==> config.mk <==
export PLATFORM = sky130hd
export DESIGN_NAME = hbridge_command_parser_to_spi
export DESIGN_NICKNAME = d
export VERILOG_FILES = /design/src/sv/hcp_pkg.sv /design/src/sv/hcp_datapath.sv /design/src/sv/hcp_ctrl.sv /design/src/sv/hbridge_command_parser_to_spi.sv
export SDC_FILE = /design/constraint.sdc
export NUM_CORES = 1
export LEC_CHECK = 0
export BUFFER_PORTS_ARGS = -buffer_cell sky130_fd_sc_hd__buf_2
export CAP_MARGIN = 25
export CORE_UTILIZATION = 60
export DETAILED_ROUTE_END_ITERATION = 10
export PLACE_DENSITY_LB_ADDON = 0.08
export REMOVE_ABC_BUFFERS = 1
export SLEW_MARGIN = 10
export SYNTH_ARGS = -nofsm -noshare
export SYNTH_HDL_FRONTEND = slang
export SYNTH_SLANG_ARGS = --single-unit
==> constraint.sdc <==
create_clock -name clock -period 3.25 [get_ports clock]
set_clock_uncertainty 0.1 [all_clocks]
set_input_delay 0.65 -clock clock [delete_from_list [all_inputs] [get_ports clock]]
set_output_delay 0.65 -clock clock [all_outputs]
set_load 0.01 [all_outputs]
==> src/sv/hcp_pkg.sv <==
`timescale 1ns / 1ps
// Shared types, constants and the driver-word function for the H-bridge
// command parser. No dependencies.
package hcp_pkg;

   localparam int BOARDS = 4;
   localparam int CHIPS  = BOARDS * 3;

   localparam int BYTE_W  = 8;
   localparam int WORD_W  = 16;
   localparam int FIELD_W = 3;
   localparam int CHIP_W  = (CHIPS > 1) ? $clog2(CHIPS) : 1;
   localparam int BOARD_W = $clog2(BOARDS + 1);

   localparam int LATCH_BIT = 6;
   localparam int START_BIT = 7;

   // position of a data byte within its board
   localparam logic [1:0] SEQ_FIRST = 2'd0;
   localparam logic [1:0] SEQ_MID   = 2'd1;
   localparam logic [1:0] SEQ_LAST  = 2'd2;

   typedef enum logic [1:0] {
      ST_IDLE,
      ST_WALK,
      ST_ERR
   } ctrl_state_type;

   typedef struct packed {
      logic store_byte;
      logic load_word;
      logic load_err;
      logic init_chip;
      logic dec_chip;
   } cmd_type;

   typedef struct packed {
      logic is_latch;
      logic overflow;
      logic slot_free;
      logic chip_zero;
   } status_type;

   // zeros[15:13], enable pairs[12:7], direction pairs[6:1], zero bit 0
   function automatic logic [WORD_W-1:0] chip_word(input logic [FIELD_W-1:0] en,
                                                   input logic [FIELD_W-1:0] dir);
      logic [5:0] en_pairs;
      logic [5:0] dir_pairs;
      en_pairs  = '0;
      dir_pairs = '0;
      for (int j = 0; j < FIELD_W; j++) begin
         en_pairs[2*j]    = en[j];
         en_pairs[2*j+1]  = en[j];
         dir_pairs[2*j]   = dir[j];
         dir_pairs[2*j+1] = ~dir[j];
      end
      return {3'b000, en_pairs, dir_pairs, 1'b0};
   endfunction

endpackage

==> src/sv/hcp_datapath.sv <==
`timescale 1ns / 1ps
// Datapath of the H-bridge command parser: per-chip bit store, byte
// counters, chip walker and result register. Uses hcp_pkg.
module hcp_datapath (
   input  logic                        clock,
   input  logic                        reset,
   input  logic [hcp_pkg::BYTE_W-1:0]  req_rx_byte,
   input  logic                        rsp_ready,
   input  hcp_pkg::cmd_type            cmd,
   output hcp_pkg::status_type         status,
   output logic                        rsp_valid,
   output logic [hcp_pkg::WORD_W-1:0]  rsp_spi_word,
   output logic                        rsp_last_word,
   output logic                        rsp_overflow_error
);

   logic [hcp_pkg::FIELD_W-1:0] en_ff  [hcp_pkg::CHIPS];
   logic [hcp_pkg::FIELD_W-1:0] en_in  [hcp_pkg::CHIPS];
   logic [hcp_pkg::FIELD_W-1:0] dir_ff [hcp_pkg::CHIPS];
   logic [hcp_pkg::FIELD_W-1:0] dir_in [hcp_pkg::CHIPS];

   logic                         started_ff, started_in;
   logic [hcp_pkg::BOARD_W-1:0]  board_ff, board_in;
   logic [1:0]                   seq_ff, seq_in;
   logic [hcp_pkg::CHIP_W-1:0]   chip_ff, chip_in;

   logic                         valid_ff, valid_in;
   logic [hcp_pkg::WORD_W-1:0]   word_ff, word_in;
   logic                         last_ff, last_in;
   logic                         ovf_ff, ovf_in;

   logic                         is_start;
   logic                         started_eff;
   logic [hcp_pkg::BOARD_W-1:0]  board_eff;
   logic [1:0]                   seq_eff;
   logic                         overflow;
   logic                         do_write;
   logic [hcp_pkg::FIELD_W-1:0]  lo_field;
   logic [hcp_pkg::FIELD_W-1:0]  hi_field;
   logic                         slot_free;

   assign lo_field    = req_rx_byte[2:0];
   assign hi_field    = req_rx_byte[5:3];
   assign is_start    = req_rx_byte[hcp_pkg::START_BIT];
   assign started_eff = started_ff | is_start;
   assign board_eff   = is_start ? '0 : board_ff;
   assign seq_eff     = is_start ? hcp_pkg::SEQ_FIRST : seq_ff;
   assign overflow    = started_eff && (board_eff >= hcp_pkg::BOARD_W'(hcp_pkg::BOARDS));
   assign do_write    = cmd.store_byte && started_eff && !overflow;
   assign slot_free   = !valid_ff || rsp_ready;

   assign status.is_latch  = req_rx_byte[hcp_pkg::LATCH_BIT];
   assign status.overflow  = overflow;
   assign status.slot_free = slot_free;
   assign status.chip_zero = (chip_ff == '0);

   // store the two fields of a data byte into the addressed board
   always_comb begin
      en_in  = en_ff;
      dir_in = dir_ff;
      if (do_write) begin
         for (int b = 0; b < hcp_pkg::BOARDS; b++) begin
            if (board_eff == hcp_pkg::BOARD_W'(b)) begin
               case (seq_eff)
                  hcp_pkg::SEQ_FIRST: begin
                     en_in[b*3]   = lo_field;
                     en_in[b*3+1] = hi_field;
                  end
                  hcp_pkg::SEQ_MID: begin
                     en_in[b*3+2] = lo_field;
                     dir_in[b*3]  = hi_field;
                  end
                  default: begin
                     dir_in[b*3+1] = lo_field;
                     dir_in[b*3+2] = hi_field;
                  end
               endcase
            end
         end
      end
   end

   always_comb begin
      started_in = started_ff;
      board_in   = board_ff;
      seq_in     = seq_ff;
      if (cmd.store_byte && is_start) begin
         started_in = 1'b1;
      end
      if (do_write) begin
         if (seq_eff == hcp_pkg::SEQ_LAST) begin
            seq_in   = hcp_pkg::SEQ_FIRST;
            board_in = board_eff + 1'b1;
         end else begin
            seq_in   = seq_eff + 1'b1;
            board_in = board_eff;
         end
      end
   end

   always_comb begin
      chip_in = chip_ff;
      if (cmd.init_chip) begin
         chip_in = hcp_pkg::CHIP_W'(hcp_pkg::CHIPS - 1);
      end else if (cmd.dec_chip) begin
         chip_in = chip_ff - 1'b1;
      end
   end

   // result register: load a word or an error, drop once taken
   always_comb begin
      valid_in = valid_ff;
      word_in  = word_ff;
      last_in  = last_ff;
      ovf_in   = ovf_ff;
      if (cmd.load_word) begin
         valid_in = 1'b1;
         word_in  = hcp_pkg::chip_word(en_ff[chip_ff], dir_ff[chip_ff]);
         last_in  = (chip_ff == '0);
         ovf_in   = 1'b0;
      end else if (cmd.load_err) begin
         valid_in = 1'b1;
         word_in  = '0;
         last_in  = 1'b1;
         ovf_in   = 1'b1;
      end else if (rsp_ready) begin
         valid_in = 1'b0;
      end
   end

   always_ff @(posedge clock) begin
      if (reset) begin
         for (int i = 0; i < hcp_pkg::CHIPS; i++) begin
            en_ff[i]  <= '0;
            dir_ff[i] <= '0;
         end
         started_ff <= 1'b0;
         board_ff   <= '0;
         seq_ff     <= hcp_pkg::SEQ_FIRST;
         chip_ff    <= '0;
         valid_ff   <= 1'b0;
      end else begin
         en_ff      <= en_in;
         dir_ff     <= dir_in;
         started_ff <= started_in;
         board_ff   <= board_in;
         seq_ff     <= seq_in;
         chip_ff    <= chip_in;
         valid_ff   <= valid_in;
      end
   end

   always_ff @(posedge clock) begin
      word_ff <= word_in;
      last_ff <= last_in;
      ovf_ff  <= ovf_in;
   end

   assign rsp_valid          = valid_ff;
   assign rsp_spi_word       = word_ff;
   assign rsp_last_word      = last_ff;
   assign rsp_overflow_error = ovf_ff;

`ifndef SYNTHESIS
   a_load_exclusive: assert property (@(posedge clock) disable iff (reset)
      !(cmd.load_word && cmd.load_err))
      else $error("word and error loaded together");

   a_load_needs_slot: assert property (@(posedge clock) disable iff (reset)
      (cmd.load_word || cmd.load_err) |-> slot_free)
      else $error("result register overwritten before it was taken");

   a_board_range: assert property (@(posedge clock) disable iff (reset)
      (board_ff <= hcp_pkg::BOARD_W'(hcp_pkg::BOARDS)) && (seq_ff != 2'd3))
      else $error("byte counter out of range");

   a_error_shape: assert property (@(posedge clock) disable iff (reset)
      (valid_ff && ovf_ff) |-> (last_ff && (word_ff == '0)))
      else $error("malformed overflow result");
`endif

endmodule

==> src/sv/hcp_ctrl.sv <==
`timescale 1ns / 1ps
// Controller of the H-bridge command parser: takes bytes and sequences the
// latch walk and overflow result. Uses hcp_pkg.
module hcp_ctrl (
   input  logic                  clock,
   input  logic                  reset,
   input  logic                  req_valid,
   output logic                  req_ready,
   input  hcp_pkg::status_type   status,
   output hcp_pkg::cmd_type      cmd
);

   hcp_pkg::ctrl_state_type state_ff, state_in;

   always_comb begin
      state_in = state_ff;
      unique case (state_ff)
         hcp_pkg::ST_IDLE: begin
            if (req_valid) begin
               if (status.is_latch) begin
                  state_in = hcp_pkg::ST_WALK;
               end else if (status.overflow) begin
                  state_in = hcp_pkg::ST_ERR;
               end
            end
         end
         hcp_pkg::ST_WALK: begin
            if (status.slot_free && status.chip_zero) begin
               state_in = hcp_pkg::ST_IDLE;
            end
         end
         hcp_pkg::ST_ERR: begin
            if (status.slot_free) begin
               state_in = hcp_pkg::ST_IDLE;
            end
         end
         default: state_in = hcp_pkg::ST_IDLE;
      endcase
   end

   always_comb begin
      req_ready = 1'b0;
      cmd       = '0;
      unique case (state_ff)
         hcp_pkg::ST_IDLE: begin
            req_ready = 1'b1;
            if (req_valid) begin
               cmd.init_chip  = status.is_latch;
               cmd.store_byte = !status.is_latch;
            end
         end
         hcp_pkg::ST_WALK: begin
            if (status.slot_free) begin
               cmd.load_word = 1'b1;
               cmd.dec_chip  = !status.chip_zero;
            end
         end
         hcp_pkg::ST_ERR: begin
            cmd.load_err = status.slot_free;
         end
         default: begin
            req_ready = 1'b0;
         end
      endcase
   end

   always_ff @(posedge clock) begin
      if (reset) begin
         state_ff <= hcp_pkg::ST_IDLE;
      end else begin
         state_ff <= state_in;
      end
   end

endmodule

==> src/sv/hbridge_command_parser_to_spi.sv <==
`timescale 1ns / 1ps
// Top level of the H-bridge command parser: joins hcp_ctrl and hcp_datapath.
// Uses hcp_pkg.
//
// Command bytes arrive on req_ (valid/ready), driver words leave on rsp_.
// A byte with bit 7 set restarts the byte count; each board then takes three
// data bytes carrying the enable and direction fields of its three chips.
// Data bytes seen before any start byte are dropped without a result.
// A data byte up to the last board is taken while idle and gives no result.
// A latch byte (bit 6) makes the block emit one 16-bit word per chip, last
// chip first, with rsp_last_word on the word of chip 0. The latch beat sets
// the chip walker to the last chip and enters ST_WALK, which loads the first
// word into the output register; the walk then moves one chip per cycle, and
// req_ready stays low until the walk is done. The walk advances only as the
// output register frees.
// A data byte past the last board gives one result with rsp_overflow_error
// and rsp_last_word set, loaded from ST_ERR once the output register is free.
// Reset clears all stored bits, the byte count and the started flag.
// While the receiver stalls the result holds in the output register; data
// bytes are still taken during that time if the block is idle.
module hbridge_command_parser_to_spi (
   input  logic                        clock,
   input  logic                        reset,
   input  logic                        req_valid,
   output logic                        req_ready,
   input  logic [hcp_pkg::BYTE_W-1:0]  req_rx_byte,
   output logic                        rsp_valid,
   input  logic                        rsp_ready,
   output logic [hcp_pkg::WORD_W-1:0]  rsp_spi_word,
   output logic                        rsp_last_word,
   output logic                        rsp_overflow_error
);

   hcp_pkg::cmd_type    cmd;
   hcp_pkg::status_type status;

   hcp_ctrl u_ctrl (
      .clock     (clock),
      .reset     (reset),
      .req_valid (req_valid),
      .req_ready (req_ready),
      .status    (status),
      .cmd       (cmd)
   );

   hcp_datapath u_datapath (
      .clock              (clock),
      .reset              (reset),
      .req_rx_byte        (req_rx_byte),
      .rsp_ready          (rsp_ready),
      .cmd                (cmd),
      .status             (status),
      .rsp_valid          (rsp_valid),
      .rsp_spi_word       (rsp_spi_word),
      .rsp_last_word      (rsp_last_word),
      .rsp_overflow_error (rsp_overflow_error)
   );

endmodule
==> out/results.tsv, run 1 <==
stage	metric	value	unit
synthesis	syn_avg_cell_area	10.2	um^2
global_route	antenna_found_initial	0	
setup_path	path_class	in -> reg	
setup_path	r2r-start	u_ctrl.state_ff[1]	
sta	max_slew_margin	37.1	%
synthesis	yosysTopAreaCell	dfxtp_1	
routing	wire_per_inst	17.2	um
synthesis	synth_edf_count	10	
worst_hold_path	min_to	u_datapath.en_ff[33]	
routing	vias_per_cell	5.79	
finish	final_cells	546	
global_route	grt_max_degree	47	
die	start_util	61.6	%
run_status	outcome	completed	
sta	fin_crit	2.37	ns
global_route	grt_remaining_overflow	0	
placed_design	place_congestion	0.808	
cts	post_cts_buffers	0	
setup_path	max_stage_delay	0.64	ns
cts	clkLatencyLatePin	0.36	ns
sta	fin_hold_ws	0.386	ns
worst_hold_path	holdPathStages	2	
setup_path	required	3.40	ns
pwr	powerDensity	466	nW/um^2
sta	finalHoldViolCount	0	
sta	rsz0062_at_grt	false	
cts	clockBufferDepth	2	
cts	cts_tree	yes	
synthesis	async_flop_share	0	%
cts	root_buffer	clkbuf_8	
finish	area_growth	8.03	%
routing	drcViolationCount	0	
sta	fin_crit_sh	72.9	%
placed_design	placement.io_buffers	27	
cts	cts_buffers	9	
synthesis	ys_types	46	
cts	cts_resized	0	
synthesis	yosysTopAreaCellShare	38.8	%
worst_hold_path	min_from	u_datapath.en_ff[33]	
sta	tns	0	ns
sta	maxSlewViolCount	0	
flow_run	drv_cap	0	
routing	firstDrtPassIters	5	
setup_path	cp-start-kind	input pin	
setup_path	critical_path_buf_inv_count	1	
setup_path	worstPathCellList	buf_2 -> nor2b_1 -> ha_1 -> ha_1 -> nand3b_1 -> or4_1 -> mux2i_1 -> nor2_1	
synthesis	ys_ff_latch	96	
routing	wl	9.38	mm
synthesis	postSynthCellCount	434	
die	ios	32	
placed_design	dp_hpwl	6.36	mm
synthesis	synth_area_leaders	dfxtp_1, mux2i_1, mux4_2, edfxtp_1, nor2_1	
sta	fmax	422	MHz
sta	setup_viol	0	
die	die_area	7750	um^2
placed_design	dp.cells	530	
finish	insertedDiodeCount	0	
cts	cts_sinks	96	
global_route	grt_pass1_vias	2917	
die	die_h	88.0	um
setup_path	crit_path_end_kind	flop	
setup_path	critPathArrivalTime	2.52	ns
cts	htree_levels	3	
cts	clk_pin_slew	0.09	ns
global_route	grt.total_usage	26.0	%
synthesis	yosysWarnings	0	
pwr	peakVddDrop	310	uV
synthesis	syn_area	4440	um^2
die	core	7210	um^2
setup_path	path_max_fanout	20	
synthesis	synthFlopType	dfxtp_1	
sta	worst_pin_slew	0.939	ns
synthesis	synth_seq_area_share	45.5	%
finish	drive_gt1_share	16.1	%
worst_hold_path	min_path_type	reg -> reg	
setup_path	r2r-end	u_datapath.dir_ff[15]	
pwr	p_leak	2.11	nW
routing	drtIter0Drc	274	
global_route	grt_pass1_wl	15.0	mm
setup_path	slowest_stage	or4_1	
routing	via_count	3164	
routing	drtAntennaViolNets	0	
setup_path	reg2reg_depth	4	
cts	hold_buffers	0	
die	die_w	88.0	um
setup_path	r2r_setup_slack	0.90	ns
setup_path	crit_top_cell	ha_1	
pwr	total_power	2.24	mW
setup_path	crit_family	simple AND/OR/NAND/NOR gates	
die	rows	31	
finish	nets	459	
[layout make-up]
| cell class | count | area, um^2 |
|---|---|---|
| flip-flops and latches | 96 | 2020 |
| clock inverters | 5 | 53.8 |
| repair buffers | 35 | 208 |
| inverters | 7 | 26.3 |
| well taps | 99 | 124 |
| clock buffers | 11 | 153 |
| fillers | 605 | 2420 |
| multi-input cells | 293 | 2210 |
[registers in the layout, indices dropped and copies added (netlist names)]
name / flops
u_datapath.rsp_last_word: 1
u_datapath.board_ff: 3
u_datapath.en_ff: 36
u_datapath.seq_ff: 2
u_ctrl.state_ff: 2
u_datapath.chip_ff: 4
u_datapath.rsp_overflow_error: 1
u_datapath.rsp_spi_word: 9
u_datapath.dir_ff: 36
u_datapath.rsp_valid: 1
u_datapath.started_ff: 1
[through the flow]
stage          utilization, %  setup WS (ns)  area [um^2]
2_1_floorplan               -         0.0846         4250
3_3_place_gp             63.6          0.586         4590
3_5_place_dp             63.6          0.503         4590
4_1_cts                  66.5          0.888         4800
5_1_grt                  66.5          0.726         4800
6_report                 66.5          0.879         4800
[how the worst max path moves through the flow]
stage,start,end,depth (start not counted)
finish,req_rx_byte[7],u_datapath.dir_ff[8],8
global route,req_rx_byte[7],u_datapath.dir_ff[8],9
CTS,req_rx_byte[7],u_datapath.dir_ff[8],8
detailed placement,req_rx_byte[7],u_datapath.dir_ff[8],8
global placement,req_rx_byte[7],u_datapath.dir_ff[7],9
floorplan,req_rx_byte[6],u_datapath.dir_ff[27],4
[cells in the mapped netlist, types with 2 or more instances]
cell type / count
dfxtp_1: 86
nor2_1: 80
mux2i_1: 73
clkbuf_1: 27
a21oi_1: 23
mux4_2: 15
edfxtp_1: 10
nand2_1: 10
nor2b_1: 10
o21ai_0: 10
nand3_1: 9
nand2b_1: 8
buf_4: 7
inv_1: 7
ha_1: 5
nand4_1: 4
or4_1: 4
a22oi_1: 3
a32oi_1: 3
buf_2: 3
nand3b_1: 3
o211ai_1: 3
xnor2_1: 3
a221oi_1: 2
buf_1: 2
buf_6: 2
nor4b_1: 2
or3_1: 2
[report_power, final]
group	switching [mW]	internal, mW	total (mW)
sequential	0.0186	1.21	1.23
clock	0.411	0.401	0.812
combinational	0.120	0.0735	0.194
total	0.549	1.69	2.24
[metal layers]
metal  vias to the layer above  routed length (um)  GRT usage, %
met1                      1521                4410          36.1
met5                         -                   0             0
met4                         0                  97          8.06
met3                         9                 462          4.90
li1                       1533                   -             -
met2                       101                4410          41.5
[placed cells by master (no fill, tap or decap), types with 3 or more instances in the layout]
master and instances:
inv_1 7, mux2i_1 73, clkbuf_8 9, ha_1 5, o21ai_0 10, nand2_1 10
xnor2_1 3, a21oi_1 23, dfxtp_1 86, a22oi_1 3, o211ai_1 3, buf_2 27
or4_1 4, mux4_2 15, conb_1 4, nand3b_1 3, edfxtp_1 10, nand2b_1 8
a32oi_1 3, nand3_1 9, nor2_1 80, buf_4 7, nand4_1 4, nor2b_1 10
[worst reg2reg max path: cells and delay by family, from the launching register on]
| kind | cells | cell delay [ns] |
|---|---|---|
| AND/OR/NAND/NOR | 3 | 1.46 |
| flip-flops | 1 | 0.41 |
| multiplexers | 1 | 0.25 |
[cells by family (layout without fill, tap and decap cells)]
kind of cell	count (synthesis)	in the layout	synth area share (%)
AND/OR/NAND/NOR	143	143	16.3
flip-flops	96	96	45.5
multiplexers	89	89	24.3
AO/OA/AOI/OAI	49	49	6.68
buffers and inverters	48	58	5.07
adder cells (fa/ha/maj)	5	5	1.41
XOR/XNOR	3	3	0.592
other	1	4	0.0844
Note: power is estimated with default switching activity, not from simulation.
==> run 2: changes to the inputs <==
- clock period: 3.25 -> 2.3 ns (I/O delays scaled with it)
==> out/results.tsv, run 2 (same netlist as run 1, synthesis figures left out) <==
stage	metric	value	unit
die	die_w	88.0	um
finish	insertedDiodeCount	0	
die	start_util	61.6	%
sta	worst_pin_slew	0.879	ns
setup_path	critPathArrivalTime	2.25	ns
finish	area_growth	11.7	%
sta	setup_viol	0	
finish	nets	477	
setup_path	worstPathCellList	or4b_4 -> or4_1 -> buf_4 -> mux2i_1 -> nor2_1	
finish	drive_gt1_share	19.4	%
pwr	pwr-share-clk	37.4	%
cts	hold_buffers	0	
cts	post_cts_buffers	0	
die	core	7210	um^2
pwr	p_switching	0.766	mW
cts	cts_sinks	96	
global_route	grt.total_usage	27.1	%
pwr	p_leak	2.21	nW
pwr	powerDensity	652	nW/um^2
finish	final_cells	564	
pwr	combPwrFrac	9.2	%
sta	finalHoldViolCount	0	
routing	drtAntennaViolNets	0	
routing	firstDrtPassIters	6	
setup_path	critical_path_buf_inv_count	1	
placed_design	dp.cells	548	
global_route	grt_pass1_wl	15.4	mm
finish	layout_common_cells	dfxtp_1, nor2_1, mux2i_1	
global_route	use_met1	35.4	%
die	die_area	7750	um^2
setup_path	crit_path_end_kind	flop	
cts	clockBufferDepth	2	
routing	vias_per_cell	5.79	
finish	finish.utilization	68.8	%
die	ios	32	
cts	root_buffer	clkbuf_8	
routing	wire_per_inst	17.2	um
setup_path	max_stage_delay	0.64	ns
sta	max_slew_margin	41.1	%
sta	rsz0062_at_grt	false	
setup_path	path_max_fanout	14	
global_route	use_met2	44.6	%
sta	fin_crit_sh	91.7	%
routing	via_count	3267	
global_route	grt_remaining_overflow	0	
flow_run	drv_cap	0	
cts	clk_pin_slew	0.09	ns
finish	final_common_cell	dfxtp_1	
global_route	grt_busiest_layer	met2	
cts	cts_resized	0	
routing	drcViolationCount	0	
cts	htree_levels	3	
global_route	grt_pass1_vias	3013	
sta	fin_hold_ws	0.391	ns
setup_path	path_class	reg -> reg	
placed_design	pre_cts_ws	-0.0192	ns
global_route	antenna_found_initial	0	
placed_design	dp_hpwl	6.53	mm
pwr	internal_power	2.47	mW
global_route	grt_max_degree	65	
sta	fin_crit	2.11	ns
cts	cts_tree	yes	
routing	drtIter0Drc	246	
pwr	p_sw_share	23.7	%
placed_design	place_congestion	0.812	
cts	cts_buffers	9	
worst_hold_path	min_path_type	reg -> reg	
cts	clkLatencyLatePin	0.36	ns
sta	final.setup.worst_slack	0.190	ns
sta	maxSlewViolCount	0	
pwr	seq_power_share	53.4	%
sta	tns	0	ns
routing	wl	9.72	mm
placed_design	placement.io_buffers	27	
setup_path	cp-start-kind	flop	
setup_path	crit_family	simple AND/OR/NAND/NOR gates	
die	die_h	88.0	um
die	rows	31	
setup_path	required	2.44	ns
run_status	outcome	completed	
pwr	peakVddDrop	370	uV
global_route	use_met3	6.22	%
sta	fmax	474	MHz
setup_path	slowest_stage	or4b_4	
-- run 2: changes by cell type in the layout (fill, tap and decap cells not counted), sizes merged --
cell      before  now
clkinvlp       1    0
bufinv         1    2
buf           35   53
-- run 2: routing by layer --
layer | vias up | wire length, um
met3 | 15 | 538
met5 | - | 0
met2 | 101 | 4710
met4 | 0 | 154
li1 | 1578 | -
met1 | 1573 | 4310
-- run 2: cell type report --
type	instances	area, um^2
clock buffers	11	141
clock inverters	5	80.1
fillers	609	2250
inverters	7	26.3
multi-input cells	293	2210
flip-flops and latches	96	2020
well taps	99	124
repair buffers	53	355
-- run 2: worst register-to-register path: stages (launching register included) --
cell,delay (ns)
dfxtp_1,0.32
or4b_4,0.64
or4_1,0.51
buf_4,0.19
mux2i_1,0.18
nor2_1,0.06
-- run 2: worst paths after layout --
| check | start | end | slack [ns] | depth (start not counted) |
|---|---|---|---|---|
| worst max register to register | u_ctrl.state_ff[1] | u_datapath.dir_ff[15] | 0.19 | 5 |
| worst max-delay path | u_ctrl.state_ff[1] | u_datapath.dir_ff[15] | 0.19 | 5 |
| worst min-delay path | u_datapath.en_ff[33] | u_datapath.en_ff[33] | 0.39 | 2 |
| worst min register to register | u_datapath.en_ff[33] | u_datapath.en_ff[33] | 0.39 | 2 |
-- run 2: power groups by stage --
stage | clock network (mW) | registers [mW] | logic, mW
2_1_floorplan | 0 | 1.80 | 0.122
3_3_place_gp | 0 | 1.76 | 0.292
3_5_place_dp | 0 | 1.76 | 0.296
4_1_cts | 1.23 | 1.73 | 0.297
5_1_grt | 1.30 | 1.73 | 0.326
6_report | 1.21 | 1.73 | 0.297
-- run 2: per-stage QoR --
| stage | power [mW] | instance area (um^2) |
|---|---|---|
| finish | 3.23 | 4960 |
| global placement | 2.06 | 4740 |
| floorplan | 1.92 | 4250 |
| CTS | 3.26 | 4960 |
| global route | 3.36 | 4960 |
| detailed placement | 2.06 | 4740 |
==> run 3: changes to the inputs <==
- BUFFER_PORTS_ARGS: -buffer_cell sky130_fd_sc_hd__buf_2 -> -buffer_cell sky130_fd_sc_hd__buf_4
==> out/results.tsv, run 3 (same netlist as run 1, synthesis figures left out) <==
stage	metric	value	unit
placed_design	post_dp_cell_area	4820	um^2
finish	finish.utilization	69.8	%
pwr	peakVddDrop	440	uV
cts	cts_sinks	96	
setup_path	critPathArrivalTime	2.26	ns
routing	drcViolationCount	0	
setup_path	cp-start-kind	flop	
setup_path	path_class	reg -> reg	
routing	drtAntennaViolNets	0	
finish	layout_common_cells	dfxtp_1, nor2_1, mux2i_1	
setup_path	crit_path_end_kind	flop	
setup_path	required	2.44	ns
finish	fill_cells	575	
routing	vias_per_cell	5.75	
die	rows	31	
routing	drtIter0Drc	195	
global_route	grt_max_degree	62	
placed_design	place_congestion	0.809	
cts	clkLatencyLatePin	0.36	ns
global_route	grt_remaining_overflow	0	
finish	drive_gt1_share	19.4	%
sta	worst_pin_slew	0.789	ns
cts	post_cts_buffers	0	
worst_hold_path	min_path_type	in -> reg	
cts	clockBufferDepth	2	
global_route	antenna_found_initial	0	
cts	cts_buffers	9	
placed_design	placement.io_buffers	27	
finish	final_common_cell	dfxtp_1	
cts	root_buffer	clkbuf_8	
routing	firstDrtPassIters	4	
die	die_area	7750	um^2
sta	finalHoldViolCount	0	
sta	fin_hold_ws	0.348	ns
finish	nets	477	
global_route	grt_pass1_wl	15.2	mm
routing	wl	9.48	mm
cts	clk_pin_slew	0.09	ns
die	core	7210	um^2
sta	tns	0	ns
die	start_util	61.6	%
die	die_h	88.0	um
sta	rsz0062_at_grt	false	
sta	fin_crit_sh	92.4	%
routing	wire_per_inst	16.8	um
pwr	powerDensity	646	nW/um^2
die	ios	32	
run_status	outcome	completed	
setup_path	path_max_fanout	6	
cts	cts_tree	yes	
flow_run	drv_cap	0	
cts	cts_resized	0	
finish	final_area	5040	um^2
placed_design	dp_hpwl	6.40	mm
global_route	grt_pass1_vias	3023	
sta	fin_crit	2.12	ns
pwr	p_leak	2.23	nW
sta	fmax	471	MHz
global_route	grt.total_usage	26.3	%
finish	area_growth	13.4	%
cts	hold_buffers	0	
cts	htree_levels	3	
pwr	total_power	3.25	mW
finish	insertedDiodeCount	0	
sta	max_slew_margin	47.2	%
routing	via_count	3242	
die	die_w	88.0	um
sta	setup_viol	0	
sta	maxSlewViolCount	0	
==> run 3: layout make-up <==
cell class                      count  area (um^2)  area share [%]
Sequential cell                    96         2020            40.1
Timing Repair Buffer               53          435            8.64
Tap cell                           99          124            2.46
Multi-Input combinational cell    293         2210            43.9
Clock inverter                      7         93.8            1.86
Inverter                            7         26.3           0.522
Clock buffer                        9          124            2.46
==> run 3: worst max-delay path: stages (launching register included) <==
cell	delay, ns
dfxtp_1	0.39
nor2b_1	0.25
ha_1	0.20
ha_1	0.19
nand3b_1	0.08
or4_1	0.39
buf_4	0.20
mux2i_1	0.16
nor2_1	0.06
==> run 3: path summary, 6_finish.rpt <==
path | from | end | slack (ns) | cells after the start
setup / recovery | u_datapath.board_ff[0] | u_datapath.dir_ff[6] | 0.18 | 8
setup reg to reg | u_datapath.board_ff[0] | u_datapath.dir_ff[6] | 0.18 | 8
hold reg to reg | u_datapath.en_ff[32] | u_datapath.en_ff[32] | 0.38 | 2
hold / removal | req_rx_byte[5] | u_datapath.en_ff[32] | 0.35 | 3
==> run 3: stage by stage <==
stage | std cells | worst slack (ns)
floorplan | 396 | -0.675
global placement | 548 | 0.0318
detailed placement | 548 | -0.00925
CTS | 564 | 0.166
global route | 564 | 0.00518
finish | 564 | 0.175
==> run 3: power by group <==
| group | switching [mW] | internal (mW) |
|---|---|---|
| sequential | 0.0139 | 1.71 |
| combinational | 0.186 | 0.128 |
| clock | 0.599 | 0.613 |
==> run 3: layer usage <==
layer	up-vias	track usage [%]	part of all wire (%)
li1	1567	-	-
met1	1592	37.0	46
met2	77	41.9	48
met3	6	4.81	5.8
met4	0	7.18	0.90
met5	-	0	0
